**src/sv/cpbs_pkg.sv**
```systemverilog
// Shared types and codes for the cache port bandwidth scheduler.
// No dependencies.
package cpbs_pkg;

  localparam logic OP_PUSH = 1'b0;
  localparam logic OP_POP  = 1'b1;

  localparam int CFG_ADDR_W = 2;
  localparam int CFG_DATA_W = 8;

  localparam int TIME_BITS = 48;

  localparam logic [CFG_ADDR_W-1:0] REG_ENABLE     = 2'd0;
  localparam logic [CFG_ADDR_W-1:0] REG_PORT_COUNT = 2'd1;
  localparam logic [CFG_ADDR_W-1:0] REG_SER_CYCLES = 2'd2;

  typedef struct packed {
    logic                 operation;
    logic [TIME_BITS-1:0] current_time;
    logic [15:0]          min_latency;
    logic [31:0]          access_address;
    logic [15:0]          request_tag;
    logic                 notify_wanted;
    logic [31:0]          entry_id;
  } req_t;

  typedef struct packed {
    logic [31:0] latency;
    logic [31:0] assigned_id;
    logic        finished;
    logic [31:0] finished_address;
    logic [15:0] finished_tag;
    logic        entry_found;
    logic [5:0]  queue_count;
    logic        overflow;
    logic        short_latency_error;
  } res_t;

  typedef struct packed {
    logic [31:0] id;
    logic [31:0] address;
    logic [15:0] tag;
    logic        notify;
  } entry_t;

  // broadcast to every cell
  typedef struct packed {
    logic        pop;
    logic        push_wr;
    logic [31:0] target;
  } cell_op_t;

  // per-cell position flags
  typedef struct packed {
    logic live;
    logic tail;
  } cell_ctl_t;

endpackage

```
**src/sv/cpbs_cell.sv**
```systemverilog
// One table slot of the scheduler: holds an entry, matches ids on pop and
// shifts in from its right neighbour. Depends on cpbs_pkg.
module cpbs_cell #(
  parameter int TIME_W = 48
) (
  input  logic                clk,
  input  cpbs_pkg::cell_op_t  op_i,
  input  cpbs_pkg::cell_ctl_t ctl_i,
  input  cpbs_pkg::entry_t    new_i,
  input  logic [TIME_W-1:0]   new_end_i,
  input  cpbs_pkg::entry_t    nbr_i,
  input  logic [TIME_W-1:0]   nbr_end_i,
  input  logic                match_i,
  output logic                match_o,
  output logic                first_o,
  output cpbs_pkg::entry_t    entry_o,
  output logic [TIME_W-1:0]   end_o
);

  cpbs_pkg::entry_t  entry_r;
  logic [TIME_W-1:0] end_r;
  logic              hit;

  assign hit     = ctl_i.live && (entry_r.id == op_i.target);
  assign match_o = match_i || hit;
  assign first_o = hit && !match_i;
  assign entry_o = entry_r;
  assign end_o   = end_r;

  always_ff @(posedge clk) begin
    if (op_i.pop && match_o) begin
      entry_r <= nbr_i;
      end_r   <= nbr_end_i;
    end else if (op_i.push_wr && ctl_i.tail) begin
      entry_r <= new_i;
      end_r   <= new_end_i;
    end
  end

endmodule

```
**config.mk**
```make
export PLATFORM = sky130hd
export DESIGN_NAME = cpbs_cell
export DESIGN_NICKNAME = d
export VERILOG_FILES = /design/src/sv/cpbs_pkg.sv /design/src/sv/cpbs_cell.sv
export SDC_FILE = /design/constraint.sdc
export NUM_CORES = 1
export LEC_CHECK = 0
export ABC_CLOCK_PERIOD_IN_PS = 8800
export BUFFER_PORTS_ARGS = -buffer_cell sky130_fd_sc_hd__buf_2
export CAP_MARGIN = 40
export CORE_AREA = 5 5 164 166
export CTS_CLUSTER_DIAMETER = 150
export DETAILED_ROUTE_END_ITERATION = 7
export DIE_AREA = 0 0 169 171
export GPL_TIMING_DRIVEN = 0
export HOLD_SLACK_MARGIN = 0.12
export SYNTH_ARGS = -nofsm -noshare
export SYNTH_HDL_FRONTEND = slang
export SYNTH_SLANG_ARGS = --single-unit
```
**constraint.sdc**
```tcl
create_clock -name clk -period 8.8 [get_ports clk]
set_input_delay 1.32 -clock clk [delete_from_list [all_inputs] [get_ports clk]]
set_output_delay 1.32 -clock clk [all_outputs]
set_load 0.01 [all_outputs]
```
==> qor.csv <==
stage,metric,value,unit
outcome,status,"complete, no violations",
worst_setup_path,cp-end-kind,flip-flop,
floorplanning,ios,427,
clock_network,cts_buffers,17,
floorplanning,rows,59,
cells_and_area,area_growth,52.1,%
worst_setup_path,critical_path_class,input port to flip-flop,
sta,finalSetupViolations,0,
worst_setup_path,path_buf_inv,6,
global_routing,grt_max_degree,57,
global_routing,first_global_vias,5088,
route,dr_wl_met3,2200,um
clock_network,cts_num_sinks,129,
synthesis,syn_nets,633,
route,maxUsedRoutingLayer,met4,
clock_network,tritoncts,yes,
job,maxCapViolations,0,
cells_and_area,fill_cells,2521,
floorplanning,fp.dieW,169,um
synthesis,synth_top_area_frac,0.618,
cells_and_area,insertedDiodeCount,0,
clock_network,path_clk_slew,0.07,ns
pwr,peakVddDrop,0.0974,mV
sta,setup_ws,4.33,ns
clock_network,postCtsHoldBufs,0,
placement,place_ws,3.87,ns
floorplanning,die-area,28900,um^2
synthesis,avgSynthCellArea,18.6,um^2
placement,post-dp-hpwl,17000,um
cells_and_area,register_area,3870,um^2
sta,rsz0062_at_grt,false,
sta,fmax,224,MHz
placement,place_congestion,0.860,
synthesis,synth-seq-cells,129,
route,ant_nets,0,
synthesis,synth_area_leaders,"edfxtp_1 (62%), mux2_4 (24%), mux2_2 (5.4%)",
sta,slew_headroom,0.579,
synthesis,ys_warn_count,0,
worst_setup_path,critPathMaxStageDelay,0.45,ns
clock_network,cts_buffer_depth,2,
worst_setup_path,cp_top_family,buffers and inverters,
synthesis,synth_area_leader_cell,edfxtp_1,
worst_setup_path,crit_chain,"buf_2, xor2_1, a2111o_1, or4_1, nor4_1, a31oi_1, buf_4, buf_4, buf_6, nand2_4, buf_16, buf_16",
sta,tns,0,ns
worst_setup_path,crit_fanout,56,
synthesis,ys_types,26,
worst_setup_path,cp.arrival,4.53,ns
route,wl_met1,7820,um
route,routed_wl,20900,um
sta,tightest_slew,0.632,ns
synthesis,synth_area,6260,um^2
floorplanning,core,25500,um^2
clock_network,htree_levels,4,
sta,min_period_over_period,0.508,
synthesis,async_flop_share,0,
route,drc,0,
synthesis,synthMostInstantiatedCell,edfxtp_1,
global_routing,antenna_found_initial,0,
pwr,leakage,4.52,nW
route,vias,4655,
global_routing,globalRouteOverflowTotal,0,
synthesis,synthFlopType,edfxtp_1,
route,dr_wl_met2,10400,um
clock_network,cts.repair.resized,0,
synthesis,synth_edf_count,129,
worst_setup_path,required,8.87,ns
route,first_pass_iters,5,
global_routing,grt_pass1_wl,29400,um
synthesis,synth_top_cells_by_count,"edfxtp_1 (129), mux2_4 (99), mux2_2 (30)",
clock_network,worst_skew_pair.late_latency,0.42,ns
floorplanning,start_util,0.246,
clock_network,cts-root-buf,clkbuf_16,
floorplanning,die_y,171,um
cells_and_area,final_layout_size_suffix_gt1_frac,0.753,
route,wl_per_cell,18.4,um
cells_and_area,multi_input_area,2220,um^2
sta,hold_viol_final,0,
hold_path,hp-class,input port to flip-flop,
cells_and_area,nets,1082,
synthesis,seq_area_frac_synth,0.618,
pwr,power.density,198,nW/um^2
synthesis,postSynthCellCount,337,
sta,layout_min_cycle_time,4.47,ns
worst_setup_path,start_kind,input port,
route,via_per_inst,4.10,
sta,clock_skew,0.0216,ns
placement,io_buffers,426,
worst_setup_path,cp_slowest_cell,or4_1,
sta,drv_slew,0,
global_routing,globalRouteTotalUtil,0.136,
route,drt_iter0_markers,132,
clock_network,cts_setup_buffers,0,
[where the power goes]
| group | internal (mW) | switching (mW) | leakage [nW] |
|---|---|---|---|
| registers | 0.761 | 0.0263 | 1.25 |
| clock network | 0.480 | 0.296 | 0.298 |
| logic | 0.174 | 0.151 | 2.97 |
| total | 1.42 | 0.473 | 4.52 |
[per-stage QoR]
stage	cell area [um^2]	hold WS [ns]	total power, mW	utilization	cells
finish	9530	1.20	1.89	0.374	1134
detailed placement	8900	1.62	1.13	0.349	1102
CTS	9530	1.17	1.92	0.374	1134
floorplan	6260	1.48	0.959	-	337
global placement	8810	1.62	1.13	0.346	1098
global route	9530	1.17	1.98	0.374	1134
[layer usage]
metal  up-vias  global-route usage
met3        25              0.0520
met5         -                   0
met1      2160               0.151
met2       269               0.238
met4         0              0.0501
li1       2201                   -
[final timing paths]
kind	start	to	slack [ns]	cells past startpoint
max	op_i[29]	end_o[22]	4.33	12
min	new_end_i[35]	end_o[35]	1.20	2
min reg2reg	entry_o[57]	end_o[2]	1.58	7
max reg2reg	entry_o[78]	end_o[22]	4.92	11
[flip-flops by register name, summed over array words and instances, names as in the netlist]
signal / count
end_o: 48
entry_o: 81
[placed cells by master, fill, tap and decap left out, types with 2 or more instances in the layout]
cell type,Yosys,final
nand2b_1,7,7
clkinv_4,0,3
edfxtp_1,129,129
mux2_4,99,99
buf_6,10,11
clkbuf_1,3,4
inv_6,0,4
buf_16,0,2
bufinv_16,0,4
nand4_1,2,2
clkinvlp_4,0,3
mux2_2,30,30
xnor2_1,11,11
clkbuf_16,0,17
inv_1,12,12
o22ai_1,4,4
buf_4,1,2
nor4_1,4,4
nand2_1,3,2
xor2_1,9,9
o2111ai_1,2,2
buf_2,0,426
[cell type report]
cell class | instances | share of cell area
repair buffers | 430 | 0.231
inverters | 12 | 0.00473
plain buffers | 14 | 0.0138
well taps | 335 | 0.0440
clock buffers | 18 | 0.0450
multi-input cells | 182 | 0.233
clock inverters | 14 | 0.0214
flip-flops and latches | 129 | 0.407
[logic make-up after synthesis]
logic type | synth area share
AOI/OAI and AO/OA | 0.0134
xor gates and xnor gates | 0.0280
buffers and inverters | 0.0282
DFF | 0.618
muxes | 0.291
and+or+nand+nor | 0.0208
No activity file was read; power rests on OpenSTA's default activity.
